$ cat src/rtl/agtr_queue.sv
module agtr_queue #(
	parameter int DW = 29
) (
	input  logic          clk,
	input  logic          arst_n,
	input  logic          in_valid,
	output logic          in_ready,
	input  logic [DW-1:0] in_data,
	output logic          out_valid,
	input  logic          out_ready,
	output logic [DW-1:0] out_data
);
	logic [DW-1:0] buf_q [2];
	logic          wp_q;
	logic          rp_q;
	logic [1:0]    cnt_q;
	logic          push;
	logic          pop;

	assign in_ready  = (cnt_q != 2'd2);
	assign out_valid = (cnt_q != 2'd0);
	assign out_data  = buf_q[rp_q];
	assign push      = in_valid && in_ready;
	assign pop       = out_valid && out_ready;

	always_ff @(posedge clk) begin
		if (push) begin
			buf_q[wp_q] <= in_data;
		end
	end

	always_ff @(posedge clk or negedge arst_n) begin
		if (!arst_n) begin
			wp_q  <= 1'b0;
			rp_q  <= 1'b0;
			cnt_q <= 2'd0;
		end else begin
			if (push) begin
				wp_q <= ~wp_q;
			end
			if (pop) begin
				rp_q <= ~rp_q;
			end
			if (push && !pop) begin
				cnt_q <= cnt_q + 2'd1;
			end else if (pop && !push) begin
				cnt_q <= cnt_q - 2'd1;
			end
		end
	end
endmodule

$ cat config.mk
export PLATFORM = sky130hd
export DESIGN_NAME = agtr_queue
export DESIGN_NICKNAME = d
export VERILOG_FILES = /design/src/rtl/agtr_queue.sv
export SDC_FILE = /design/constraint.sdc
export NUM_CORES = 1
export LEC_CHECK = 0
export BUFFER_PORTS_ARGS = -buffer_cell sky130_fd_sc_hd__buf_2
export CORE_ASPECT_RATIO = 1.1
export CORE_MARGIN = 8
export CORE_UTILIZATION = 46
export CTS_CLUSTER_DIAMETER = 40
export CTS_CLUSTER_SIZE = 30
export DETAILED_ROUTE_END_ITERATION = 8
export HOLD_SLACK_MARGIN = 0.08
export PLACE_DENSITY = 0.77
export SLEW_MARGIN = 20
export SYNTH_ARGS = -nofsm -noshare
export SYNTH_HDL_FRONTEND = slang
export SYNTH_SLANG_ARGS = --single-unit
$ cat constraint.sdc
create_clock -name clk -period 2.4 [get_ports clk]
set_clock_uncertainty 0.1 [all_clocks]
set_input_delay 0 -clock clk [delete_from_list [all_inputs] [get_ports clk]]
set_output_delay 0 -clock clk [all_outputs]
set_load 0.005 [all_outputs]
==> impl_metrics.json <==
{
  "num_antenna_cells": 0,
  "crit_fanout": 21,
  "io_pins": 64,
  "route.detailed.wl_per_inst_um": 17.3,
  "fmax_ghz": 0.557,
  "power_switching_uw": 942,
  "warnings_from_yosys": 0,
  "grt_pass1_vias": 1586,
  "timing_worst_slew_pin_value_ns": 0.479,
  "place.gp.congestion": 0.733,
  "firstDrtPassIters": 4,
  "grt_antenna_before_repair": 0,
  "status": "finished clean",
  "h-tree-depth": 3,
  "timing.final.crit_period_ns": 1.80,
  "layout_common_cells": "sky130_fd_sc_hd__buf_2, sky130_fd_sc_hd__edfxtp_1, sky130_fd_sc_hd__dlygate4sd3_1",
  "worstSetupStartpointType": "flop",
  "peak_ir_drop_on_the_vdd_network_v": 0.000612,
  "critical_path_depth": 3,
  "clock_power_share_pct": 21.3,
  "post-route-drc-count": 0,
  "ant_nets": 0,
  "final-max-slew-violation-count": 0,
  "leakage_nw": 1.24,
  "layout.cells.most_common": "sky130_fd_sc_hd__buf_2",
  "ff2ff_path_depth": 7,
  "final_period_utilization_pct": 74.8,
  "tritoncts.num_buffers": 9,
  "wl_um": 4800,
  "synth_sequential_area_ratio_pct": 79.6,
  "vertical_extent_of_the_die_um": 90.4,
  "multi_input_gate_area_in_the_final_layout_um2": 437,
  "die-width_um": 83.6,
  "avg_vias_per_cell": 4.79,
  "worst_hold_path_type": "in -> reg",
  "syn-cell-area_um2": 2310,
  "max-cap-violations": 0,
  "final_layout_size_suffix_gt1_share_pct": 49.1,
  "tritoncts": "done",
  "crit_type": "reg -> out",
  "placement.io_buffers": 63,
  "crit_slowest_cell": "sky130_fd_sc_hd__dfrtp_1",
  "hold_slack_ns": 0.308,
  "synth_area_per_cell_um2": 21.4,
  "cts.reportedPaths.clkPinSlew_ns": 0.06,
  "num_clock_sinks": 62,
  "worst_path_dominant_cell_family": "flip-flops",
  "ys_types": 14,
  "synth_seq_cells": 62,
  "critical_path.endpoint_type": "primary output",
  "place_hpwl_um": 3060,
  "insertion_delay_ns": 0.32,
  "n_fill_cell": 361,
  "rsz0062_at_grt": "no",
  "finish.net_count": 249,
  "post-cts-setup-buffer-count": 0,
  "largest_net_degree_at_the_start_of_global_routing": 30,
  "floorplan.rows": 27,
  "hold_viol": 0,
  "start_util_pct": 46.9,
  "postSynthNetCount": 142,
  "cp_num_buf_inv": 2,
  "cts-root-buf": "sky130_fd_sc_hd__clkbuf_8",
  "clock_tree.buffer_depth": 2,
  "setup_violation_total_in_the_final_timing_report": 0,
  "max-slew-margin-rel_pct": 68.1,
  "global_route_wire_length_before_repair_um": 7750,
  "num_vias": 1332,
  "cp_data_required_time_ns": 2.30,
  "p_seq_share_pct": 47.9,
  "power.density_cell_area_nw_per_um2": 1050,
  "worstPathArrival_ns": 1.70,
  "hold-path-cell-count": 2,
  "fin_tns_setup_ns": 0,
  "combinationalPowerShare_pct": 30.9,
  "dieArea_um2": 7560,
  "initialDrtViolationCount": 76,
  "layout-area-overhead-vs-synth_pct": 37.7,
  "critical_path.cell_chain": "buf_12 > mux2_2 > buf_2",
  "synthesis.instances": 108,
  "design.core.area_um2": 4930,
  "cpPeakStageDelay_ns": 0.64,
  "grt_util_all_layers_pct": 13.2,
  "seq_area_um2": 1840,
  "sw_frac_of_total_pct": 28.1,
  "overflow": 0,
  "internal_power_mw": 2.41
}
cell families (layout without fill, tap and decap cells):
group | count (synthesis) | in the layout | synth area share, %
xor gates and xnor gates | 5 | 5 | 1.89
adders and majority gates | 1 | 1 | 0.541
buffers and inverters | 4 | 116 | 1.62
DFF | 62 | 62 | 79.6
muxes | 29 | 29 | 14.1
and+or+nand+nor | 7 | 7 | 2.22
registers in the layout (all words and copies together), names as in the netlist:
| register | flops |
|---|---|
| wp_q | 1 |
| buf_q | 58 |
| cnt_q | 2 |
| rp_q | 1 |
worst reg2reg max path, stage by stage (launching register included):
cell                       delay (ns)
sky130_fd_sc_hd__dfrtp_1         0.43
sky130_fd_sc_hd__nand2b_4        0.17
sky130_fd_sc_hd__nand2_1         0.14
sky130_fd_sc_hd__inv_1           0.08
sky130_fd_sc_hd__ha_1            0.22
sky130_fd_sc_hd__xor2_1          0.15
sky130_fd_sc_hd__nor2_1          0.12
sky130_fd_sc_hd__xor2_1          0.16
final timing paths:
path	start	end	slack [ns]
worst min-delay path	in_data[0]	buf_q[0][0]	0.31
worst max register to register	cnt_q[0]	cnt_q[1]	0.77
max in group asynchronous	arst_n	cnt_q[1]	1.56
min in group asynchronous	arst_n	rp_q	0.47
worst max-delay path	rp_q	out_data[1]	0.60
worst min register to register	wp_q	wp_q	0.45
Yosys cell counts (all sizes together):
cell type / count / area (µm²)
xnor2: 3 / 26.3
edfxtp: 58 / 1740
ha: 1 / 12.5
xor2: 2 / 17.5
dfrtp: 4 / 100
inv: 1 / 3.75
nand2: 2 / 15.0
buf: 3 / 33.8
and3: 1 / 6.26
mux2: 29 / 327
or2: 1 / 8.76
nor2: 2 / 7.51
nand2b: 1 / 13.8
per-stage QoR:
stage / total power [mW] / instances / cell area, µm² / setup WS [ns] / utilization, %
after floorplan: 2.23 / 108 / 2310 / 0.0173 / -
after global placement: 2.59 / 229 / 2710 / 0.886 / 54.8
after detailed placement: 2.64 / 229 / 2710 / 0.776 / 54.8
after CTS: 3.40 / 278 / 3190 / 0.563 / 64.6
after global routing: 3.54 / 278 / 3190 / 0.505 / 64.6
final: 3.36 / 278 / 3190 / 0.604 / 64.6
layer usage:
| layer | up-vias | track usage [%] | wire length, µm |
|---|---|---|---|
| li1 | 631 | - | - |
| met1 | 646 | 13.2 | 1880 |
| met2 | 50 | 22.5 | 2550 |
| met3 | 5 | 4.96 | 309 |
| met4 | 0 | 7.78 | 63 |
| met5 | - | 0 | 0 |
power by group through the flow:
| stage | logic (mW) | registers [mW] | clock network [mW] |
|---|---|---|---|
| 6_report | 1.04 | 1.61 | 0.714 |
| 3_3_place_gp | 0.985 | 1.60 | 0 |
| 3_5_place_dp | 1.01 | 1.63 | 0 |
| 2_1_floorplan | 0.649 | 1.58 | 0 |
| 4_1_cts | 1.05 | 1.61 | 0.737 |
| 5_1_grt | 1.12 | 1.63 | 0.778 |
what timing repair did:
action	in CTS	in global routing
hold endpoints to repair	65	0
hold buffers	33	0
gates resized for setup	0	0
layout make-up:
cell class / instances / share of cell area (%)
Timing Repair Buffer: 99 / 21.4
Tap cell: 58 / 2.28
Sequential cell: 62 / 57.8
Inverter: 1 / 0.118
Clock buffer: 13 / 4.36
Clock inverter: 3 / 0.353
Multi-Input combinational cell: 42 / 13.7
Note: power is estimated with default switching activity, not from simulation.
