===== src/rtl/agtr_pkg.sv =====
package agtr_pkg;

	localparam int SAMPLE_W   = 16;
	localparam int COEF_W     = 16;
	localparam int ACC_W      = 40;
	localparam int RES_W      = 42;
	localparam int ABS_W      = 41;
	localparam int PROD_W     = 56;
	localparam int MUL_SPLIT  = 20;
	localparam int HOP_W      = 11;
	localparam int HOP_CNT_W  = 10;
	localparam int RATIO_W    = 16;
	localparam int CFG_IDX_W  = 3;
	localparam int CFG_DATA_W = 16;
	localparam int MAG_W      = 32;
	localparam int ROOT_W     = 64;

	localparam logic [HOP_W-1:0] HOP_MAX   = 11'd1024;
	localparam logic [HOP_W-1:0] HOP_RESET = 11'd32;

	typedef enum logic [CFG_IDX_W-1:0] {
		REG_MARK_COS   = 3'd0,
		REG_MARK_SIN   = 3'd1,
		REG_SPACE_COS  = 3'd2,
		REG_SPACE_SIN  = 3'd3,
		REG_HOP_LENGTH = 3'd4
	} reg_idx_t;

	typedef struct packed {
		logic signed [COEF_W-1:0] mark_cos;
		logic signed [COEF_W-1:0] mark_sin;
		logic signed [COEF_W-1:0] space_cos;
		logic signed [COEF_W-1:0] space_sin;
	} coef_t;

	typedef struct packed {
		logic signed [RES_W-1:0] mark_re;
		logic signed [RES_W-1:0] mark_im;
		logic signed [RES_W-1:0] space_re;
		logic signed [RES_W-1:0] space_im;
	} tone_res_t;

endpackage


===== src/rtl/agtr_ratio.sv =====
module agtr_ratio (
	input  logic                         clk,
	input  logic                         arst_n,
	input  logic                         res_valid,
	output logic                         res_ready,
	input  agtr_pkg::tone_res_t          res,
	output logic                         out_valid,
	input  logic                         out_ready,
	output logic [agtr_pkg::RATIO_W-1:0] out_ratio
);
	localparam int AB = agtr_pkg::ABS_W;
	localparam int RW = agtr_pkg::ROOT_W;
	localparam int MW = agtr_pkg::MAG_W;

	typedef enum logic [7:0] {
		R_IDLE = 8'b00000001,
		R_NORM = 8'b00000010,
		R_SQA  = 8'b00000100,
		R_SQB  = 8'b00001000,
		R_ROOT = 8'b00010000,
		R_DSET = 8'b00100000,
		R_DIV  = 8'b01000000,
		R_OUT  = 8'b10000000
	} ratio_state_t;

	ratio_state_t                 state_q;
	logic [AB-1:0]                a_q [4];
	logic                         tone_q;
	logic [RW-1:0]                n_q;
	logic [RW-1:0]                root_q;
	logic [RW-1:0]                bit_q;
	logic [MW-1:0]                mm_q;
	logic [MW:0]                  sum_q;
	logic [MW:0]                  rem_q;
	logic [16:0]                  quo_q;
	logic [3:0]                   step_q;
	logic                         out_valid_q;
	logic [agtr_pkg::RATIO_W-1:0] out_q;

	logic                         big;
	logic [30:0]                  op;
	logic [61:0]                  sq;
	logic [RW-1:0]                cand;
	logic                         take;
	logic [RW-1:0]                root_nxt;
	logic [MW+1:0]                r2;
	logic                         q16;

	function automatic logic [AB-1:0] abs_of(input logic signed [agtr_pkg::RES_W-1:0] x);
		logic signed [agtr_pkg::RES_W-1:0] m;
		m = x[agtr_pkg::RES_W-1] ? -x : x;
		return m[AB-1:0];
	endfunction

	assign res_ready = (state_q == R_IDLE);
	assign out_valid = out_valid_q;
	assign out_ratio = out_q;

	always_comb begin
		big = 1'b0;
		for (int i = 0; i < 4; i++) begin
			big = big | (|a_q[i][AB-1:31]);
		end
		op       = (state_q == R_SQA) ? a_q[{tone_q, 1'b0}][30:0] : a_q[{tone_q, 1'b1}][30:0];
		sq       = op * op;
		cand     = root_q + bit_q;
		take     = (n_q >= cand);
		root_nxt = take ? (root_q >> 1) + bit_q : root_q >> 1;
		r2       = {rem_q, 1'b0};
		q16      = ({1'b0, mm_q} >= sum_q);
	end

	always_ff @(posedge clk) begin
		case (state_q)
			R_IDLE: begin
				a_q[0] <= abs_of(res.mark_re);
				a_q[1] <= abs_of(res.mark_im);
				a_q[2] <= abs_of(res.space_re);
				a_q[3] <= abs_of(res.space_im);
			end
			R_NORM: begin
				if (big) begin
					for (int i = 0; i < 4; i++) begin
						a_q[i] <= a_q[i] >> 1;
					end
				end
			end
			R_SQA: n_q <= RW'(sq);
			R_SQB: begin
				n_q    <= n_q + RW'(sq);
				root_q <= '0;
				bit_q  <= RW'(1) << 62;
			end
			R_ROOT: begin
				if (take) begin
					n_q <= n_q - cand;
				end
				root_q <= root_nxt;
				bit_q  <= bit_q >> 2;
				if (bit_q[0]) begin
					if (!tone_q) begin
						mm_q <= root_nxt[MW-1:0];
					end else begin
						sum_q <= {1'b0, mm_q} + {1'b0, root_nxt[MW-1:0]};
					end
				end
			end
			R_DSET: begin
				// Integer part of mark/sum is at most one.
				rem_q  <= {1'b0, mm_q} - (q16 ? sum_q : '0);
				quo_q  <= (sum_q == '0) ? '0 : {16'd0, q16};
				step_q <= '0;
			end
			R_DIV: begin
				if (r2 >= {1'b0, sum_q}) begin
					rem_q <= (MW+1)'(r2 - {1'b0, sum_q});
					quo_q <= {quo_q[15:0], 1'b1};
				end else begin
					rem_q <= r2[MW:0];
					quo_q <= {quo_q[15:0], 1'b0};
				end
				step_q <= step_q + 4'd1;
			end
			R_OUT: begin
				if (!out_valid_q || out_ready) begin
					out_q <= quo_q[16] ? '1 : quo_q[15:0];
				end
			end
			default: ;
		endcase
	end

	always_ff @(posedge clk or negedge arst_n) begin
		if (!arst_n) begin
			state_q     <= R_IDLE;
			tone_q      <= 1'b0;
			out_valid_q <= 1'b0;
		end else begin
			if (state_q == R_OUT && (!out_valid_q || out_ready)) begin
				out_valid_q <= 1'b1;
			end else if (out_valid_q && out_ready) begin
				out_valid_q <= 1'b0;
			end
			case (state_q)
				R_IDLE: begin
					if (res_valid) begin
						state_q <= R_NORM;
					end
				end
				R_NORM: begin
					if (!big) begin
						tone_q  <= 1'b0;
						state_q <= R_SQA;
					end
				end
				R_SQA: state_q <= R_SQB;
				R_SQB: state_q <= R_ROOT;
				R_ROOT: begin
					if (bit_q[0]) begin
						if (!tone_q) begin
							tone_q  <= 1'b1;
							state_q <= R_SQA;
						end else begin
							state_q <= R_DSET;
						end
					end
				end
				R_DSET: state_q <= (sum_q == '0) ? R_OUT : R_DIV;
				R_DIV: begin
					if (step_q == 4'd15) begin
						state_q <= R_OUT;
					end
				end
				R_OUT: begin
					if (!out_valid_q || out_ready) begin
						state_q <= R_IDLE;
					end
				end
				default: state_q <= R_IDLE;
			endcase
		end
	end
endmodule


===== config.mk =====
export PLATFORM = sky130hd
export DESIGN_NAME = agtr_ratio
export DESIGN_NICKNAME = d
export VERILOG_FILES = /design/src/rtl/agtr_pkg.sv /design/src/rtl/agtr_ratio.sv
export SDC_FILE = /design/constraint.sdc
export NUM_CORES = 2
export LEC_CHECK = 0
export BUFFER_PORTS_ARGS = -buffer_cell sky130_fd_sc_hd__buf_2
export CORE_MARGIN = 4
export CORE_UTILIZATION = 55
export CTS_CLUSTER_SIZE = 14
export DETAILED_ROUTE_END_ITERATION = 10
export PLACE_DENSITY = 0.74
export SKIP_CTS_REPAIR_TIMING = 1
export SLEW_MARGIN = 10
export SYNTH_ARGS = -nofsm -noshare
export SYNTH_HDL_FRONTEND = slang
export SYNTH_SLANG_ARGS = --single-unit

===== constraint.sdc =====
create_clock -name clk -period 10.34 [get_ports clk]
set_clock_uncertainty 0.05 [all_clocks]
set_input_delay 1.551 -clock clk [delete_from_list [all_inputs] [get_ports clk]]
set_output_delay 1.551 -clock clk [all_outputs]
set_load 0.01 [all_outputs]

==> impl_metrics.toml <==
[outcome]
outcome = "finished with violations"
violations = "setup timing"

[min_path]
min_delay_path_depth = 2
hold_class = "flip-flop to flip-flop"
min_to = "a_q[2][40]"
min_from = "a_q[2][40]"

[global_routing]
grt_usage = 0.321
grt_pass1_wl_mm = 325
grt-ovfl-total = 0
grt_max_degree = 205
first_global_vias = 60274
antenna_found_initial = 4

[critical_path]
worstPathArrival_ps = 11090
crit_buf_inv = 10
rr_worst_depth = 44
r2r_end = "n_q[57]"
path_max_fanout = 7
slowest_stage = "fa_1"
crit_top_cell = "fa_1"
critical_path_class = "flip-flop to flip-flop"
slowest_delay_ps = 570
rrSetupSlack_ps = -450
crit_family = "adder cells"
setup.worst_path.start_class = "flip-flop"
required_ps = 10640
crit_path_end_kind = "flip-flop"
rr_startpoint = "state_q[0]"

[layout]
drive_gt1_frac = 0.196
final_common_cell = "inv_1"
layout_common_cells = "inv_1 (1018), nand2_1 (967), buf_4 (828)"
synthToLayoutAreaGrowth_pct = 20.4
finalInstanceArea_mm2 = 0.0810
layout.nets = 10068

[cts]
cts_inserted_buffers = 52
clkTransAtPathRegs_ps = 70
cts_tree = "yes"
htree_levels = 2
ctsLongestPathBuffers = 3
cts-root-buf = "clkbuf_16"
cts_sinks = 469
clk_latency_ps = 660

[yosys]
synth.net_count = 9181
yosys_register_bits = 469
yosysSeqAreaShare = 0.208
synth_edf_count = 456
synthArstFlopShare = 0.0213
syn_area_mm2 = 0.0673
ys.flop_type = "edfxtp_1"
syn_area_per_cell_um2 = 8.79
synth_cells = 7661
ys_warn_count = 0
synth_cell_types = 91

[detailed_routing]
vias = 59984
first_iter_violations = 4682
drc = 0
wl_per_cell_um = 20.7
totalWireLength_mm = 212
first_pass_iters = 7
drt-vias-per-instance = 5.87
final_antenna_net_count = 0

[timing]
worst_slack_ps = -445
fin_crit_sh = 1.04
finalSetupViolCount = 18
finalCriticalPeriod_ps = 10790
grt_setup_unrepaired = "true"
setup_tns_ps = -5750
hold_violations = 0
relSlewSlack = 0.260
worst_pin_slew_ps = 1100
clock.fmax_mhz = 92.7
drv_slew = 0

[placed_design]
place_hpwl_mm = 171
dp_slack_ps = -1250
place_congestion = 1.03
placement.io_buffers = 189
place_area_mm2 = 0.0762

[die]
coreArea_mm2 = 0.122
die_y_um = 358
start_util = 0.553
die_w_um = 358
fp-row-count = 128
die_area_mm2 = 0.128
num_io_pins = 190

[job]
drv_cap = 0
-- cell families after synthesis --
kind of cell    share of synthesized area
buf+inv                            0.0749
xor+xnor                           0.0718
simple gates                        0.151
flops                               0.208
fa+ha+maj                           0.334
mux                               0.00292
compound gates                      0.157
-- synth_stat cells (13+ instances only) --
library cell     n  area [µm²]
a31o_2          19         166
mux2i_1         14         140
or4_1           22         165
nand4_1         97         607
o41ai_1         27         236
a211oi_1        50         375
nand2b_1        36         225
nand2_1       1004        3770
nor2b_1         54         338
clkbuf_1       240         901
buf_2           17        85.1
and2_1         111         694
a31oi_1         81         507
a22oi_1         37         278
fa_1           748       15000
o21a_1          62         465
or3_1           40         250
a21boi_0        21         158
nor2_1         527        1980
o221ai_1        19         166
o31ai_1         67         503
and4_1          13         114
o21ai_1         26         130
o211ai_1        30         225
buf_1           23        86.3
nor4_1          37         231
a21o_1         167        1250
and3_1          44         275
or2_2           39         244
edfxtp_1       456       13700
nand3_1        113         566
a21oi_1        394        1970
xor2_1         302        2650
nor3_1          78         390
ha_1           600        7510
o21bai_1        73         548
o21ai_0        489        2450
xnor2_1        250        2190
inv_1         1048        3930
-- metrics by stage --
| step | hold slack [ps] | cells | util |
|---|---|---|---|
| floorplan | 397 | 7661 | - |
| global placement | 424 | 10036 | 0.626 |
| detailed placement | 429 | 10036 | 0.626 |
| CTS | 437 | 10132 | 0.641 |
| global route | 470 | 10216 | 0.666 |
| finish | 439 | 10220 | 0.666 |
-- per-layer routing --
layer / vias up / wire length, µm / global-route usage / part of all wire
met5: - / 25 / 0 / 0.00012
met4: 4 / 12500 / 0.150 / 0.059
met3: 600 / 15000 / 0.0526 / 0.071
met2: 2335 / 102000 / 0.548 / 0.48
met1: 29304 / 82200 / 0.399 / 0.39
li1: 27741 / - / - / -
-- final cells by class --
type | instances | area (µm²)
inverters | 1058 | 4010
clock inverters | 35 | 400
flip-flops and latches | 469 | 14000
clock buffers | 61 | 1360
well taps | 1625 | 2030
multi-input cells | 5854 | 50500
fillers | 9784 | 40700
diodes | 5 | 12.5
repair buffers | 1113 | 8760
-- worst max path at each step --
stage,startpoint,to,slack (ps),depth (start not counted)
after global routing,state_q[1],n_q[61],-880,47
after CTS,state_q[1],n_q[62],-1290,43
after floorplan,state_q[1],n_q[56],-30,44
after global placement,state_q[1],n_q[62],-1120,43
after detailed placement,state_q[1],n_q[62],-1250,43
final,state_q[0],n_q[57],-450,44
-- flip-flops by register name, indices dropped and copies added (netlist names) --
name and cells:
a_q 164, n_q 64, root_q 64, rem_q 33, sum_q 33, bit_q 32
mm_q 32, quo_q 17, out_ratio 16, state_q 8, step_q 4, out_valid 1
tone_q 1
-- tightest hold or removal path: cells and delay by family, from the launching register on --
kind            cells  cell delay [ps]
flops               1              330
compound gates      1               60
simple gates        1               50
Power is not shown: default switching activity piles up to over one toggle a cycle in this logic, so the estimate is an artifact.
