## src/rtl/agtr_pkg.sv

```systemverilog
package agtr_pkg;

	localparam int SAMPLE_W   = 16;
	localparam int COEF_W     = 16;
	localparam int ACC_W      = 40;
	localparam int RES_W      = 42;
	localparam int ABS_W      = 41;
	localparam int PROD_W     = 56;
	localparam int MUL_SPLIT  = 20;
	localparam int HOP_W      = 11;
	localparam int HOP_CNT_W  = 10;
	localparam int RATIO_W    = 16;
	localparam int CFG_IDX_W  = 3;
	localparam int CFG_DATA_W = 16;
	localparam int MAG_W      = 32;
	localparam int ROOT_W     = 64;

	localparam logic [HOP_W-1:0] HOP_MAX   = 11'd1024;
	localparam logic [HOP_W-1:0] HOP_RESET = 11'd32;

	typedef enum logic [CFG_IDX_W-1:0] {
		REG_MARK_COS   = 3'd0,
		REG_MARK_SIN   = 3'd1,
		REG_SPACE_COS  = 3'd2,
		REG_SPACE_SIN  = 3'd3,
		REG_HOP_LENGTH = 3'd4
	} reg_idx_t;

	typedef struct packed {
		logic signed [COEF_W-1:0] mark_cos;
		logic signed [COEF_W-1:0] mark_sin;
		logic signed [COEF_W-1:0] space_cos;
		logic signed [COEF_W-1:0] space_sin;
	} coef_t;

	typedef struct packed {
		logic signed [RES_W-1:0] mark_re;
		logic signed [RES_W-1:0] mark_im;
		logic signed [RES_W-1:0] space_re;
		logic signed [RES_W-1:0] space_im;
	} tone_res_t;

endpackage

```

## src/rtl/agtr_back.sv

```systemverilog
module agtr_back #(
	parameter int WINDOW = 64
) (
	input  logic                                 clk,
	input  logic                                 arst_n,
	input  logic                                 cmd_valid,
	output logic                                 cmd_ready,
	input  logic signed [agtr_pkg::SAMPLE_W-1:0] cmd_sample,
	input  logic [$clog2(WINDOW)-1:0]            cmd_addr,
	input  logic [$clog2(WINDOW)-1:0]            cmd_start,
	input  logic                                 cmd_trig,
	input  agtr_pkg::coef_t                      coef,
	output logic                                 res_valid,
	input  logic                                 res_ready,
	output agtr_pkg::tone_res_t                  res
);
	localparam int AW = $clog2(WINDOW);
	localparam int SPLIT = agtr_pkg::MUL_SPLIT;
	localparam int ACC = agtr_pkg::ACC_W;
	localparam int PW = agtr_pkg::PROD_W;
	localparam int SW = PW + 2;
	localparam logic signed [SW-1:0] S0_MAX = 58'sd549755813887;
	localparam logic signed [SW-1:0] S0_MIN = -58'sd549755813888;

	typedef enum logic [6:0] {
		S_IDLE = 7'b0000001,
		S_READ = 7'b0000010,
		S_MLO  = 7'b0000100,
		S_MHI  = 7'b0001000,
		S_SUM  = 7'b0010000,
		S_UPD  = 7'b0100000,
		S_HAND = 7'b1000000
	} back_state_t;

	back_state_t                          state_q;
	logic signed [agtr_pkg::SAMPLE_W-1:0] win_mem [WINDOW];
	logic signed [agtr_pkg::SAMPLE_W-1:0] rd_q;
	logic [AW-1:0]                        ptr_q;
	logic [AW-1:0]                        idx_q;
	logic                                 tone_q;
	logic                                 fin_q;
	logic [1:0]                           j_q;
	logic signed [ACC-1:0]                p1_q [2];
	logic signed [ACC-1:0]                p2_q [2];
	logic signed [agtr_pkg::RES_W-1:0]    res_q [4];
	logic signed [36:0]                   plo_q;
	logic signed [35:0]                   phi_q;
	logic signed [PW-1:0]                 prod_q;

	logic                                 cur_tone;
	logic                                 use_sin;
	logic signed [agtr_pkg::COEF_W-1:0]   coef_sel;
	logic signed [ACC-1:0]                v;
	logic signed [PW-1:0]                 t14;
	logic signed [PW-1:0]                 t15;
	logic signed [SW-1:0]                 s0;
	logic signed [ACC-1:0]                s0_sat;
	logic signed [PW-1:0]                 fin_val;

	assign cur_tone  = fin_q ? j_q[1] : tone_q;
	assign use_sin   = fin_q && j_q[0];
	assign v         = p1_q[cur_tone];
	assign cmd_ready = (state_q == S_IDLE);
	assign res_valid = (state_q == S_HAND);
	assign res       = '{res_q[0], res_q[1], res_q[2], res_q[3]};

	always_comb begin
		case ({cur_tone, use_sin})
			2'b00:   coef_sel = coef.mark_cos;
			2'b01:   coef_sel = coef.mark_sin;
			2'b10:   coef_sel = coef.space_cos;
			default: coef_sel = coef.space_sin;
		endcase
	end

	// Rounded shifts of the product: half up, then an arithmetic shift.
	always_comb begin
		t14 = (prod_q + PW'(64'sd8192)) >>> 14;
		t15 = (prod_q + PW'(64'sd16384)) >>> 15;
		s0  = SW'(t14) + SW'(rd_q) - SW'(p2_q[cur_tone]);
		if (s0 > S0_MAX) begin
			s0_sat = ACC'(S0_MAX);
		end else if (s0 < S0_MIN) begin
			s0_sat = ACC'(S0_MIN);
		end else begin
			s0_sat = s0[ACC-1:0];
		end
		fin_val = use_sin ? t15 : t15 - PW'(p2_q[cur_tone]);
	end

	always_ff @(posedge clk) begin
		if (cmd_valid && cmd_ready) begin
			win_mem[cmd_addr] <= cmd_sample;
		end
		if (state_q == S_READ) begin
			rd_q <= win_mem[ptr_q];
		end
	end

	always_ff @(posedge clk) begin
		case (state_q)
			S_MLO:   plo_q <= coef_sel * $signed({1'b0, v[SPLIT-1:0]});
			S_MHI:   phi_q <= coef_sel * $signed(v[ACC-1:SPLIT]);
			S_SUM:   prod_q <= $signed({phi_q, {SPLIT{1'b0}}})
				+ $signed({{(PW - 37){plo_q[36]}}, plo_q});
			S_UPD: begin
				if (fin_q) begin
					res_q[j_q] <= fin_val[agtr_pkg::RES_W-1:0];
				end
			end
			default: ;
		endcase
	end

	always_ff @(posedge clk or negedge arst_n) begin
		if (!arst_n) begin
			state_q <= S_IDLE;
			ptr_q   <= '0;
			idx_q   <= '0;
			tone_q  <= 1'b0;
			fin_q   <= 1'b0;
			j_q     <= '0;
			p1_q[0] <= '0;
			p1_q[1] <= '0;
			p2_q[0] <= '0;
			p2_q[1] <= '0;
		end else begin
			case (state_q)
				S_IDLE: begin
					if (cmd_valid && cmd_trig) begin
						ptr_q   <= cmd_start;
						idx_q   <= '0;
						tone_q  <= 1'b0;
						state_q <= S_READ;
					end
				end
				S_READ: state_q <= S_MLO;
				S_MLO:  state_q <= S_MHI;
				S_MHI:  state_q <= S_SUM;
				S_SUM:  state_q <= S_UPD;
				S_UPD: begin
					if (fin_q) begin
						if (j_q == 2'd3) begin
							state_q <= S_HAND;
						end else begin
							j_q     <= j_q + 2'd1;
							state_q <= S_MLO;
						end
					end else begin
						p2_q[tone_q] <= p1_q[tone_q];
						p1_q[tone_q] <= s0_sat;
						if (!tone_q) begin
							tone_q  <= 1'b1;
							state_q <= S_MLO;
						end else begin
							tone_q <= 1'b0;
							if (idx_q == AW'(WINDOW - 1)) begin
								fin_q   <= 1'b1;
								j_q     <= '0;
								state_q <= S_MLO;
							end else begin
								idx_q   <= idx_q + AW'(1);
								ptr_q   <= (ptr_q == AW'(WINDOW - 1)) ? '0 : ptr_q + AW'(1);
								state_q <= S_READ;
							end
						end
					end
				end
				S_HAND: begin
					if (res_ready) begin
						p1_q[0] <= '0;
						p1_q[1] <= '0;
						p2_q[0] <= '0;
						p2_q[1] <= '0;
						fin_q   <= 1'b0;
						state_q <= S_IDLE;
					end
				end
				default: state_q <= S_IDLE;
			endcase
		end
	end
endmodule

```

## config.mk

```make
export PLATFORM = sky130hd
export DESIGN_NAME = agtr_back
export DESIGN_NICKNAME = d
export VERILOG_FILES = /design/src/rtl/agtr_pkg.sv /design/src/rtl/agtr_back.sv
export SDC_FILE = /design/constraint.sdc
export NUM_CORES = 2
export LEC_CHECK = 0
export BUFFER_PORTS_ARGS = -buffer_cell sky130_fd_sc_hd__clkbuf_2
export CORE_ASPECT_RATIO = 0.7
export CORE_MARGIN = 10
export CORE_UTILIZATION = 48
export CTS_CLUSTER_DIAMETER = 150
export DETAILED_ROUTE_END_ITERATION = 8
export PLACE_DENSITY = 0.67
export SKIP_LAST_GASP = 1
export SLEW_MARGIN = 10
export SYNTH_ARGS = -nofsm -noshare
export SYNTH_HDL_FRONTEND = slang
export SYNTH_SLANG_ARGS = --single-unit
```

## constraint.sdc

```tcl
create_clock -name clk -period 8.83 [get_ports clk]
set_clock_uncertainty 0.05 [all_clocks]
set_input_delay 0.4415 -clock clk [delete_from_list [all_inputs] [get_ports clk]]
set_output_delay 0.4415 -clock clk [all_outputs]
set_load 0.01 [all_outputs]
```

==> run summary <==
Number of clock sinks: 1,494
Area delta synth->final: 11.4%
Share of the synthesized area in the top cell type: 44.9%
Critical Path Start: fin_q
Row cnt: 131
Worst-Margin Slew: 1.25 ns
Netlist cell types: 91
Max-slew violation count: 0
Mapped Area: 0.0878 sq mm
Die X: 531 um
CP most frequent cell: fa_1
Slowest stage delay, CP: 0.62 ns
IO Port Bufs: 266
Drt total wl: 256,000 um
Reg2reg start: fin_q
Die height: 378 um
Post-DRT Antenna Nets: 0
Syn nets: 7,929
Reg2Reg Depth: 28
WL per Instance: 26.3 um
Worst Path Max Fanout: 25
Crit path to: phi_q[33]
Final period utilization: 97.3%
R2r setup slk: 0.23 ns
Crit-path slowest cell: or4b_2
CP Class: flip-flop to flip-flop
Final net count: 8,279
Global-route wire length before repair: 377,000 um
Post-DP HPWL: 189,000 um
Slew headroom: 14.0%
Final Hold Fails: 0
Syn Area/Cell: 12.8 sq um
Clk Latency, worst-skew pair: 0.79 ns
Initial antenna violation count: 8
#FFs+latches synth: 1,494
Asr flop ratio synth: 12.2%
WP data required: 9.31 ns
Vias/cell: 5.83
Via count: 56,800
Setup crit start kind: flip-flop
Max Cap Viol: 0
DRC violations left: 0
Core area: 0.182 sq mm
Violation count after the first detailed-routing iteration: 6,940
GRT overflow: 0
Synth warnings: 0
Final setup viols: 0
CP Capture Type: flip-flop
CTS tree: yes
Final min period: 8.60 ns
Mapped Cells: 6,876
Setup TNS: 0 ns
Maximum number of pins on one net before global-route repair: 147
RD Place Congestion: 0.970
Effective utilization at floorplan: 48.2%
Synth top area cells: edfxtp_1, fa_1, mux4_2
Htree depth: 4
Gr usage total: 25.3%
Cell accounting for the most synthesized area: edfxtp_1
Root buf cell: clkbuf_16
Hold Crit Class: input port to flip-flop
Sequential element share of the synthesized area: 50.1%
Main synth FF type: edfxtp_1
IO Count: 267
Clk buf depth: 3
Worst r2r dst: phi_q[33]
Clk slew on worst S/H paths: 0.06 ns
Layout cells sized above 1: 15.3%
Outcome: finished clean
CP arrival: 9.07 ns
Die area: 0.201 sq mm
RSZ-0062 raised after global routing: no
Fmax: 116 MHz
DR pass1 iterations: 8
Vias in the first global route: 56,200
Post-synth EDFFs: 1,311
Inserted Clock Buffers: 144
## layout by cell type, fill, tap and decap left out, types with 17 or more instances in the layout
| master | Yosys | routed |
|---|---|---|
| a211oi_1 | 20 | 20 |
| a21o_1 | 91 | 91 |
| a21oi_1 | 209 | 207 |
| a221oi_1 | 17 | 17 |
| a22oi_1 | 27 | 27 |
| and2_1 | 74 | 72 |
| and3_1 | 31 | 27 |
| buf_4 | 0 | 229 |
| clkbuf_1 | 240 | 29 |
| clkbuf_16 | 0 | 147 |
| clkbuf_2 | 0 | 265 |
| clkinv_1 | 0 | 20 |
| clkinv_2 | 0 | 17 |
| dfrtp_1 | 182 | 178 |
| edfxtp_1 | 1311 | 1311 |
| fa_1 | 611 | 611 |
| ha_1 | 345 | 345 |
| inv_1 | 817 | 817 |
| mux2_2 | 27 | 28 |
| mux2i_1 | 72 | 71 |
| mux4_2 | 288 | 288 |
| nand2_1 | 974 | 972 |
| nand2b_1 | 21 | 21 |
| nand3_1 | 160 | 160 |
| nand4_1 | 30 | 30 |
| nor2_1 | 470 | 468 |
| nor2b_1 | 24 | 24 |
| nor3_1 | 38 | 37 |
| o211ai_1 | 61 | 61 |
| o21a_1 | 39 | 39 |
| o21ai_0 | 126 | 126 |
| o21bai_1 | 24 | 24 |
| or3_1 | 21 | 21 |
| xnor2_1 | 155 | 155 |
| xor2_1 | 91 | 91 |
## per-layer routing
layer	vias to the layer above	share of wire [%]	wire, um	global-route usage (%)
li1	24600	-	-	-
met1	28800	44	112000	38.5
met2	3025	40	102000	33.7
met3	412	13	34200	9.22
met4	4	2.9	7340	6.93
met5	-	0.013	34	0
## through the flow
| step | setup slack, ns | cell area, sq um | hold WS [ns] | instances | util [%] |
|---|---|---|---|---|---|
| 2_1_floorplan | 0.666 | 87800 | 0.0959 | 6876 | - |
| 3_3_place_gp | 0.357 | 92900 | 0.368 | 9460 | 51.0 |
| 3_5_place_dp | 0.298 | 92900 | 0.365 | 9460 | 51.0 |
| 4_1_cts | 0.220 | 97700 | 0.138 | 9725 | 53.7 |
| 5_1_grt | 0.0314 | 97800 | 0.182 | 9733 | 53.7 |
| 6_report | 0.234 | 97800 | 0.194 | 9734 | 53.7 |
## logic make-up after synthesis
kind of cell               share of synthesized area [%]
AOI/OAI and AO/OA                                   5.75
xor gates and xnor gates                            2.46
adders and majority gates                           18.9
buffers and inverters                               4.89
DFF                                                 50.1
muxes                                               8.59
and+or+nand+nor                                     9.38
## sequential cells by signal, summed over array words and instances, names as in the netlist
name     flops
fin_q        1
res_q      168
j_q          2
phi_q       36
win_mem   1024
idx_q        6
p2_q        80
prod_q      43
tone_q       1
state_q      7
ptr_q        6
rd_q        16
plo_q       24
p1_q        80
## critical path: cells and delay by family, from the launching register on
kind,cells,cell delay [ns]
adders and majority gates,7,3.39
xor gates and xnor gates,1,0.13
AOI/OAI and AO/OA,8,1.81
and+or+nand+nor,6,1.50
buffers and inverters,6,0.99
DFF,1,0.45
## area by class of cell
type / count / area (sq um)
flip-flops and latches: 1494 / 44000
fillers: 15000 / 84200
multi-input cells: 4256 / 39700
inverters: 817 / 3070
diodes: 3 / 7.51
repair buffers: 513 / 3320
well taps: 2394 / 3000
clock buffers: 182 / 3870
clock inverters: 75 / 848
## synth_stat cells (39+ instances only)
library cell / instances
a21o_1: 91
a21oi_1: 209
and2_1: 74
buf_1: 47
clkbuf_1: 240
dfrtp_1: 182
edfxtp_1: 1311
fa_1: 611
ha_1: 345
inv_1: 817
mux2i_1: 72
mux4_2: 288
nand2_1: 974
nand3_1: 160
nor2_1: 470
o211ai_1: 61
o21a_1: 39
o21ai_0: 126
xnor2_1: 155
xor2_1: 91
## how the worst min path moves through the flow
stage | from | to | slack (ns) | cells past startpoint
global placement | plo_q[18] | prod_q[18] | 0.37 | 0
floorplan | arst_n | fin_q | 0.1 | 0
finish | cmd_trig | idx_q[3] | 0.19 | 4
global route | cmd_trig | idx_q[3] | 0.18 | 4
detailed placement | plo_q[14] | prod_q[14] | 0.37 | 0
CTS | cmd_trig | idx_q[3] | 0.14 | 4
## repair_timing
item                       in CTS  in global routing
hold endpoints to repair       76                  0
hold buffers                    8                  0
setup endpoints to repair       0                  7
resized for setup               0                  4
setup buffers                   0                  5
Power is not shown: default switching activity piles up to over one toggle a cycle in this logic, so the estimate is an artifact.
