## src/rtl/agtr_pkg.sv

```systemverilog
package agtr_pkg;

	localparam int SAMPLE_W   = 16;
	localparam int COEF_W     = 16;
	localparam int ACC_W      = 40;
	localparam int RES_W      = 42;
	localparam int ABS_W      = 41;
	localparam int PROD_W     = 56;
	localparam int MUL_SPLIT  = 20;
	localparam int HOP_W      = 11;
	localparam int HOP_CNT_W  = 10;
	localparam int RATIO_W    = 16;
	localparam int CFG_IDX_W  = 3;
	localparam int CFG_DATA_W = 16;
	localparam int MAG_W      = 32;
	localparam int ROOT_W     = 64;

	localparam logic [HOP_W-1:0] HOP_MAX   = 11'd1024;
	localparam logic [HOP_W-1:0] HOP_RESET = 11'd32;

	typedef enum logic [CFG_IDX_W-1:0] {
		REG_MARK_COS   = 3'd0,
		REG_MARK_SIN   = 3'd1,
		REG_SPACE_COS  = 3'd2,
		REG_SPACE_SIN  = 3'd3,
		REG_HOP_LENGTH = 3'd4
	} reg_idx_t;

	typedef struct packed {
		logic signed [COEF_W-1:0] mark_cos;
		logic signed [COEF_W-1:0] mark_sin;
		logic signed [COEF_W-1:0] space_cos;
		logic signed [COEF_W-1:0] space_sin;
	} coef_t;

	typedef struct packed {
		logic signed [RES_W-1:0] mark_re;
		logic signed [RES_W-1:0] mark_im;
		logic signed [RES_W-1:0] space_re;
		logic signed [RES_W-1:0] space_im;
	} tone_res_t;

endpackage

```

## src/rtl/agtr_front.sv

```systemverilog
module agtr_front #(
	parameter int WINDOW = 64
) (
	input  logic                                 clk,
	input  logic                                 arst_n,
	input  logic                                 in_valid,
	output logic                                 in_ready,
	input  logic signed [agtr_pkg::SAMPLE_W-1:0] in_sample,
	input  logic [agtr_pkg::HOP_W-1:0]           hop_length,
	output logic                                 cmd_valid,
	input  logic                                 cmd_ready,
	output logic signed [agtr_pkg::SAMPLE_W-1:0] cmd_sample,
	output logic [$clog2(WINDOW)-1:0]            cmd_addr,
	output logic [$clog2(WINDOW)-1:0]            cmd_start,
	output logic                                 cmd_trig
);
	localparam int AW = $clog2(WINDOW);
	localparam int FW = $clog2(WINDOW + 1);

	logic [FW-1:0]                  fill_q;
	logic [AW-1:0]                  head_q;
	logic [agtr_pkg::HOP_CNT_W-1:0] hop_q;
	logic                           full;
	logic [agtr_pkg::HOP_W-1:0]     hop_eff;
	logic [agtr_pkg::HOP_W-1:0]     hop_next;
	logic [AW-1:0]                  head_inc;
	logic                           accept;

	always_comb begin
		if (hop_length == '0) begin
			hop_eff = agtr_pkg::HOP_W'(1);
		end else if (hop_length > agtr_pkg::HOP_MAX) begin
			hop_eff = agtr_pkg::HOP_MAX;
		end else begin
			hop_eff = hop_length;
		end
	end

	assign full       = (fill_q == FW'(WINDOW));
	assign hop_next   = {1'b0, hop_q} + agtr_pkg::HOP_W'(1);
	assign head_inc   = (head_q == AW'(WINDOW - 1)) ? '0 : head_q + AW'(1);
	assign in_ready   = cmd_ready;
	assign cmd_valid  = in_valid;
	assign cmd_sample = in_sample;
	assign cmd_addr   = full ? head_q : fill_q[AW-1:0];
	assign cmd_start  = head_inc;
	assign cmd_trig   = full && (hop_next >= hop_eff);
	assign accept     = in_valid && cmd_ready;

	always_ff @(posedge clk or negedge arst_n) begin
		if (!arst_n) begin
			fill_q <= '0;
			head_q <= '0;
			hop_q  <= '0;
		end else if (accept) begin
			if (!full) begin
				fill_q <= fill_q + FW'(1);
			end else begin
				head_q <= head_inc;
				if (cmd_trig) begin
					hop_q <= '0;
				end else begin
					hop_q <= hop_next[agtr_pkg::HOP_CNT_W-1:0];
				end
			end
		end
	end
endmodule

```

## config.mk

```make
export PLATFORM = sky130hd
export DESIGN_NAME = agtr_front
export DESIGN_NICKNAME = d
export VERILOG_FILES = /design/src/rtl/agtr_pkg.sv /design/src/rtl/agtr_front.sv
export SDC_FILE = /design/constraint.sdc
export NUM_CORES = 1
export LEC_CHECK = 0
export ABC_AREA = 1
export BUFFER_PORTS_ARGS = -buffer_cell sky130_fd_sc_hd__buf_2
export CORE_MARGIN = 10
export CORE_UTILIZATION = 57
export CTS_BUF_LIST = sky130_fd_sc_hd__clkbuf_8
export CTS_CLUSTER_SIZE = 10
export DETAILED_ROUTE_END_ITERATION = 8
export GPL_TIMING_DRIVEN = 0
export PLACE_DENSITY = 0.88
export SLEW_MARGIN = 15
export SYNTH_ARGS = -nofsm -noshare
export SYNTH_HDL_FRONTEND = slang
export SYNTH_SLANG_ARGS = --single-unit
```

## constraint.sdc

```tcl
create_clock -name clk -period 5.2 [get_ports clk]
set_input_delay 0.78 -clock clk [delete_from_list [all_inputs] [get_ports clk]]
set_output_delay 0.78 -clock clk [all_outputs]
set_load 0.01 [all_outputs]
```

==> results.md, run 1 <==
* Worst EP required at roughly 4400 ps
* Layout cells sized above 1 at roughly 28%
* Crit share post-route at 68.83%
* EDFF count, synth at 0
* DR iter-0 viols at 77
* Commonest non-fill, non-tap cells in the layout: 84 x nand2_1, 45 x buf_2, 33 x inv_1
* Finished Layout Cells at between 300 and 400
* First-pass GRT wire length at 7.162 mm
* #FFs+latches synth at 23
* Syn Inst Count at 266
* Reg2reg path depth at 14
* CTS Buffer Depth at 2
* Initial core utilization at 58.61%
* Critical path depth at 14
* Critical path type: primary input to primary output
* Final setup viols at 0
* GR Overflow Total at 0
* Global placement routability congestion at 0.8464
* Post-Route Skew at 1.972 ps
* CTS resizes at 0
* Int Pwr at 342.8 uW
* Slowest CP cell: ha_1
* Drc violations at 0
* Sequential area share after synthesis at 29.43%
* Top FF cell, synth: dfrtp_1
* Die H at between 70 and 80 um
* Part of the power in combinational logic at a little over a third
* RR Startpoint: hop_q[0]$_DFFE_PN0P_
* Number of global-route vias before repair at approximately 1.7k
* Io pins at 62
* Largest net degree at the start of global routing at 24
* Setup TNS Final at 0 ps
* Capture point of the worst path: cmd_trig
* Final Hold Fails at 0
* Buffers on Ports at 45
* Final Net Count at between 300 and 400
* FFs w/ async S/R, synth at 100.0%
* Buf/Inv on CP at 4
* Max Slew Vio Count at 0
* All-Layer GR Usage at 13.90%
* Filler cells at 302
* Tmin final at 3579 ps
* Placeable Area at between 3000 and 4000 um2
* Root buffer cell: clkbuf_8
* Slew @ Worst Pin at 509.0 ps
* Slew Limit Headroom at 66.07%
* H-tree lvl count at 1
* Worst skew pair latency at ~260 ps
* Cell area after synthesis at 1956 um2
* Crit path arrival time at between 2000 and 3000 ps
* Most common cell on crit path: nand2_1
* Average size of a mapped cell at roughly 7.4 um2
* Register area at 575.6 um2
* Clock sinks at 23
* Net switching fraction of the power at between 30% and 40%
* Yosys cell types at 30
* Crit-path cells: buf_2 > or2_1 > nor3_2 > nand3_1 > nand2_2 > nand2_1 > ha_1 > nand2_1 > inv_1 > a21oi_1 > nand2_1 > o21bai_4 > inv_1 > buf_2
* Die Span X at 78.58 um
* Placed cell count at ~360
* Worst R2R Setup Slack at 2660 ps
* Synth warn at 0
* Sequential power share at between 40% and 50%
* Worst-path maximum fanout at 10
* Clock power frac at 20.0%
* Area grow syn2layout at 16.76%
* CP startpoint: hop_length[0]
* Largest stage delay, worst path at roughly 270 ps
* Cell family with most CP delay: simple AND/OR/NAND/NOR gates
* RSZ-0062 raised after global routing: false
* Most common cell after layout, fill and taps aside: nand2_1
* CTS buffer count at 3
* Post-route ant nets at 0
* TritonCTS clock tree: built
* Max IR drop VDD at 243.2 uV
* CTS Hold Bufs at 0
* Num rows at 21
* Initial antenna violation count at 0
* Status: finished clean
* Critical path endpoint category: primary output
* CP Launch Type: primary input
* Routed via count at roughly 1.8k
* Sw Pwr at approximately 200 uW
* Antenna diodes at 0
* Multi-input logic area at about 1100 um2
* Worst-path clk slew at 80 ps
* Area of the die at between 6000 and 7000 um2
* Hold crit path type: primary input to async pin
* Drt via density at just under 5
* DPL Wire Length at 3.559 mm
* R2R Path End: hop_q[1]$_DFFE_PN0P_
* PwrDens at 236.5 nW/um2
* Mean routed wirelength per cell at around 12 um
* Lkg Pwr at 1.317 nW
* Post-CTS repair timing setup buffer count at 0
* Routed WL at 4.191 mm
* Max-cap violations at 0
* 1st-pass router iterations at 4
* Top achievable clock speed at 279.4 MHz
* Post-Syn Nets at around 310
how the worst min path moves through the flow:
stage	startpoint	end	slack, ps	depth (start not counted)
detailed placement	fill_q[6]$_DFFE_PN0P_	fill_q[6]$_DFFE_PN0P_	460	1
global placement	fill_q[6]$_DFFE_PN0P_	fill_q[6]$_DFFE_PN0P_	460	1
CTS	arst_n	head_q[5]$_DFFE_PN0P_	490	1
floorplan	fill_q[6]$_DFFE_PN0P_	fill_q[6]$_DFFE_PN0P_	440	1
global route	fill_q[6]$_DFFE_PN0P_	fill_q[6]$_DFFE_PN0P_	500	1
finish	arst_n	fill_q[3]$_DFFE_PN0P_	480	1
cell type report:
| type | instances | share of cell area [%] |
|---|---|---|
| multi-input cells | 187 | 47.01 |
| flip-flops and latches | 23 | 25.21 |
| repair buffers | 45 | 9.863 |
| plain buffers | 21 | 7.562 |
| inverters | 35 | 5.863 |
| well taps | 46 | 2.521 |
| clock buffers | 3 | 1.808 |
| clock inverters | 1 | 0.1644 |
through the flow:
step	power (mW)	worst slack, ps	hold slack [ps]	cell area, um2	util, %
2_1_floorplan	0.3656	2032	444.9	1956	-
3_3_place_gp	0.4285	1645	463.1	2238	67.08
3_5_place_dp	0.4382	1609	461.5	2238	67.08
4_1_cts	0.5454	1606	493.1	2283	68.43
5_1_grt	0.5795	1456	497.1	2283	68.43
6_report	0.5400	1621	475.7	2283	68.43
cell usage after synthesis, drive strengths merged (5+ instances only):
master / n / area [um2]
nand2: 88 / 345.3
inv: 35 / 133.9
dfrtp: 23 / 575.6
nor2: 22 / 103.9
buf: 21 / 172.7
ha: 15 / 187.7
nand3: 14 / 92.59
o21ai: 12 / 60.06
xor2: 11 / 96.34
nor3: 7 / 50.05
a21oi: 5 / 28.78
cell families (layout without fill, tap and decap cells):
| group | Yosys count | after routing | share of synthesized area, % |
|---|---|---|---|
| simple gates | 137 | 137 | 32.37 |
| buf+inv | 56 | 105 | 15.68 |
| flops | 23 | 23 | 29.43 |
| compound gates | 21 | 21 | 6.654 |
| fa+ha+maj | 15 | 15 | 9.597 |
| xor+xnor | 14 | 14 | 6.270 |
worst reg2reg max path, delay by kind of cell (launching register included):
| family | cells | cell delay (ps) |
|---|---|---|
| AOI/OAI and AO/OA | 1 | 140 |
| xor gates and xnor gates | 1 | 200 |
| adders and majority gates | 2 | 520 |
| buffers and inverters | 1 | 70 |
| DFF | 1 | 490 |
| and+or+nand+nor | 9 | 1080 |
per-layer routing:
metal	global-route usage (%)	part of all wire (%)
met5	0	0
met4	5.914	1.7
met3	3.872	4.3
met2	24.59	52
met1	15.18	42
registers in the layout, summed over array words and instances (netlist names):
register	count
fill_q	7
hop_q	10
head_q	6
power groups by stage:
stage	clock [mW]	combinational, mW	sequential, mW
after detailed placement	0	0.195	0.243
after floorplan	0	0.132	0.234
after global placement	0	0.188	0.241
final	0.108	0.193	0.239
after global routing	0.116	0.220	0.244
after CTS	0.109	0.197	0.239
Power figures use the tool's default switching activity.
==> inputs of run 2 (changes only) <==
--- a/config.mk
+++ b/config.mk
@@ -8,12 +8,12 @@
 export ABC_AREA = 1
 export BUFFER_PORTS_ARGS = -buffer_cell sky130_fd_sc_hd__buf_2
 export CORE_MARGIN = 10
-export CORE_UTILIZATION = 57
+export CORE_UTILIZATION = 53
 export CTS_BUF_LIST = sky130_fd_sc_hd__clkbuf_8
 export CTS_CLUSTER_SIZE = 10
 export DETAILED_ROUTE_END_ITERATION = 8
 export GPL_TIMING_DRIVEN = 0
-export PLACE_DENSITY = 0.88
+export PLACE_DENSITY = 0.83
 export SLEW_MARGIN = 15
 export SYNTH_ARGS = -nofsm -noshare
 export SYNTH_HDL_FRONTEND = slang
==> constraint.sdc (replaced) <==
create_clock -name clk -period 3.47 [get_ports clk]
set_input_delay 0.5205 -clock clk [delete_from_list [all_inputs] [get_ports clk]]
set_output_delay 0.5205 -clock clk [all_outputs]
set_load 0.01 [all_outputs]
==> run 2 against run 1 <==
Combinational power is 49% higher. Largest power group unchanged. Clock skew is 6.0 ps higher. Critical path type is now flop to primary output. Final area is 0.99% higher. Core utilization is 4.5 points lower. Largest cell class unchanged. Clock power is 62% higher.
==> results.md, run 2 (synthesis results as in run 1) <==
* Largest regs: hop_q: 10 flops, fill_q: 7 flops, head_q: 6 flops
* Routed WL at 4.405 mm (+5.1%)
* Max Slew Vio Count at 0 (unchanged)
* Top achievable clock speed at 319.3 MHz
* Die Span X at 80.75 um (+2.8%)
* Slew @ Worst Pin at 529.2 ps (+20.21 ps)
* Area grow syn2layout at 17.91%
* First-pass GRT wire length at 7.431 mm (+3.8%)
* Tmin final at between 3000 and 4000 ps
* Antenna diodes at 0 (unchanged)
* Tot Pwr at 820.1 uW (+52%)
* TritonCTS clock tree: built
* Drt via density at 4.792 (-1.6%)
* Largest register FFs at 10 (unchanged)
* 1st-pass router iterations at 4 (unchanged)
* Die H at 80.75 um (+2.8%)
* Critical path type: flop to primary output
* CTS Hold Bufs at 0 (unchanged)
* Setup TNS Final at 0 ps (unchanged)
* Post-route ant nets at 0 (unchanged)
* Final Net Count at 364 (+0.55%)
* Critical path endpoint category: primary output
* Final instance area at 2306 um2 (+0.99%)
* Worst-path clk slew at 90 ps (about the same)
* CTS Buffer Depth at 2 (unchanged)
* Max-cap violations at 0 (unchanged)
* Worst-path maximum fanout at 7 (-3)
* Clock sinks at 23 (unchanged)
* PwrDens at 355.7 nW/um2 (+50%)
* Part of the power in combinational logic at 35.1% (-0.6 points)
* Global placement routability congestion at 0.8269 (-2.3%)
* Largest net degree at the start of global routing at 24 (unchanged)
* Number of global-route vias before repair at 1719 (-1.6%)
* Routed via count at 1749 (-0.51%)
* Final setup viols at 0 (unchanged)
* Setup ws final at 338.4 ps (-1283 ps)
* Initial antenna violation count at 0 (unchanged)
* Area after DPL at 2241 um2 (+0.11%)
* Layout cells sized above 1 at 28.71% (+1.1 points)
* Slew Limit Headroom at 64.72% (-1.3 points)
* Final Hold Fails at 0 (unchanged)
* Pre-CTS setup slack at 383.9 ps (-1225 ps)
* DPL Wire Length at 3.721 mm (+4.5%)
* Sequential power share at 43.5% (-0.8 points)
* Mean routed wirelength per cell at 12.07 um (+4.0%)
* Commonest non-fill, non-tap cells in the layout: 84 x nand2_1, 45 x buf_2, 32 x inv_1
* Hold WS at 209.2 ps (-266.5 ps)
* Buffers on Ports at 45 (unchanged)
* Crit path arrival time at 2610 ps (-190 ps)
* Crit share post-route at approximately nine tenths
* Lkg Pwr at 1.319 nW (+0.13%)
* Io pins at 62 (unchanged)
* Root buffer cell: clkbuf_8
* Most flops, register: hop_q
* Filler cells at 350 (+16%)
* Status: finished clean
* DR iter-0 viols at 76 (-1.3%)
* Placeable Area at 3606 um2 (+8.1%)
* Max IR drop VDD at 251.4 uV (+3.4%)
* Post-Route Skew at 7.974 ps (+6.002 ps)
* Clock power frac at 21.4% (+1.4 points)
* CTS buffer count at 3 (unchanged)
* Area of the die at 6520 um2 (+5.6%)
* Int Pwr at 515.4 uW (+50%)
* Net switching fraction of the power at 37.16% (+0.63 points)
* All-Layer GR Usage at 13.77% (-0.13 points)
* Sw Pwr at 304.7 uW (+54%)
* RSZ-0062 raised after global routing: false
* Initial core utilization at 54.23% (-4.4 points)
* Worst skew pair latency at 270 ps (about the same)
* H-tree lvl count at 1 (unchanged)
* GR Overflow Total at 0 (unchanged)
* Worst EP required at 2950 ps (-1470 ps)
* CP Launch Type: flop
* Hold crit path type: primary input to async pin
* Num rows at 22 (+4.8%)
* Most common cell after layout, fill and taps aside: nand2_1
* Drc violations at 0 (unchanged)
## run 2: power by group through the flow
stage / sequential (mW) / clock, mW / combinational, mW
floorplan: 0.351 / 0 / 0.197
global placement: 0.360 / 0 / 0.282
detailed placement: 0.362 / 0 / 0.292
CTS: 0.357 / 0.178 / 0.294
global route: 0.366 / 0.191 / 0.327
finish: 0.357 / 0.175 / 0.288
## run 2: path summary, 6_finish.rpt
| path | startpoint | to | slack [ps] | cells past startpoint |
|---|---|---|---|---|
| hold reg to reg | fill_q[6]$_DFFE_PN0P_ | fill_q[6]$_DFFE_PN0P_ | 480 | 1 |
| hold / removal | arst_n | fill_q[5]$_DFFE_PN0P_ | 210 | 1 |
| setup / recovery | hop_q[0]$_DFFE_PN0P_ | cmd_trig | 340 | 16 |
| max in group asynchronous | arst_n | hop_q[0]$_DFFE_PN0P_ | 2880 | 1 |
| setup reg to reg | hop_q[0]$_DFFE_PN0P_ | hop_q[7]$_DFFE_PN0P_ | 1000 | 17 |
| min in group clk | fill_q[6]$_DFFE_PN0P_ | fill_q[6]$_DFFE_PN0P_ | 480 | 1 |
## run 2: routing by layer
layer  vias to the layer above  part of all wire (%)  GRT usage, %  wire length (um)
met5                         -                     0             0                 0
met4                         0                   1.0         3.460                46
met3                         4                   7.4         4.084               327
met2                        52                    48         23.01              2097
met1                       779                    44         16.97              1933
li1                        914                     -             -                 -
## run 2: repair_timing
action,4_1_cts,5_1_grt
gates resized for setup,0,1
setup buffers,0,2
endpoints found under the setup margin,0,1
## run 2: final cells by class
cell class	instances	area, um2	share of cell area (%)
Sequential cell	23	576.8	25.01
Inverter	35	133.9	5.806
Multi-Input combinational cell	187	1074	46.55
Tap cell	48	60.06	2.604
Clock inverter	1	7.507	0.3256
Timing Repair Buffer	47	240.2	10.42
Clock buffer	3	41.29	1.791
Buffer	21	172.7	7.488
## run 2: critical path, cell delays in order (launching register included)
cell	delay (ps)
dfrtp_2	450
ha_1	200
nand2_1	80
nor2_2	180
nand2_1	90
xor2_1	160
inv_2	70
ha_1	320
nand2_1	100
inv_1	50
nand2_1	60
nand2_1	50
nand2_1	50
nand2_1	90
o21bai_4	180
inv_1	50
buf_2	130
## run 2: through the flow
stage,instances,utilization (%)
2_1_floorplan,266,-
3_3_place_gp,359,62.14
3_5_place_dp,359,62.14
4_1_cts,363,63.50
5_1_grt,365,63.95
6_report,365,63.95
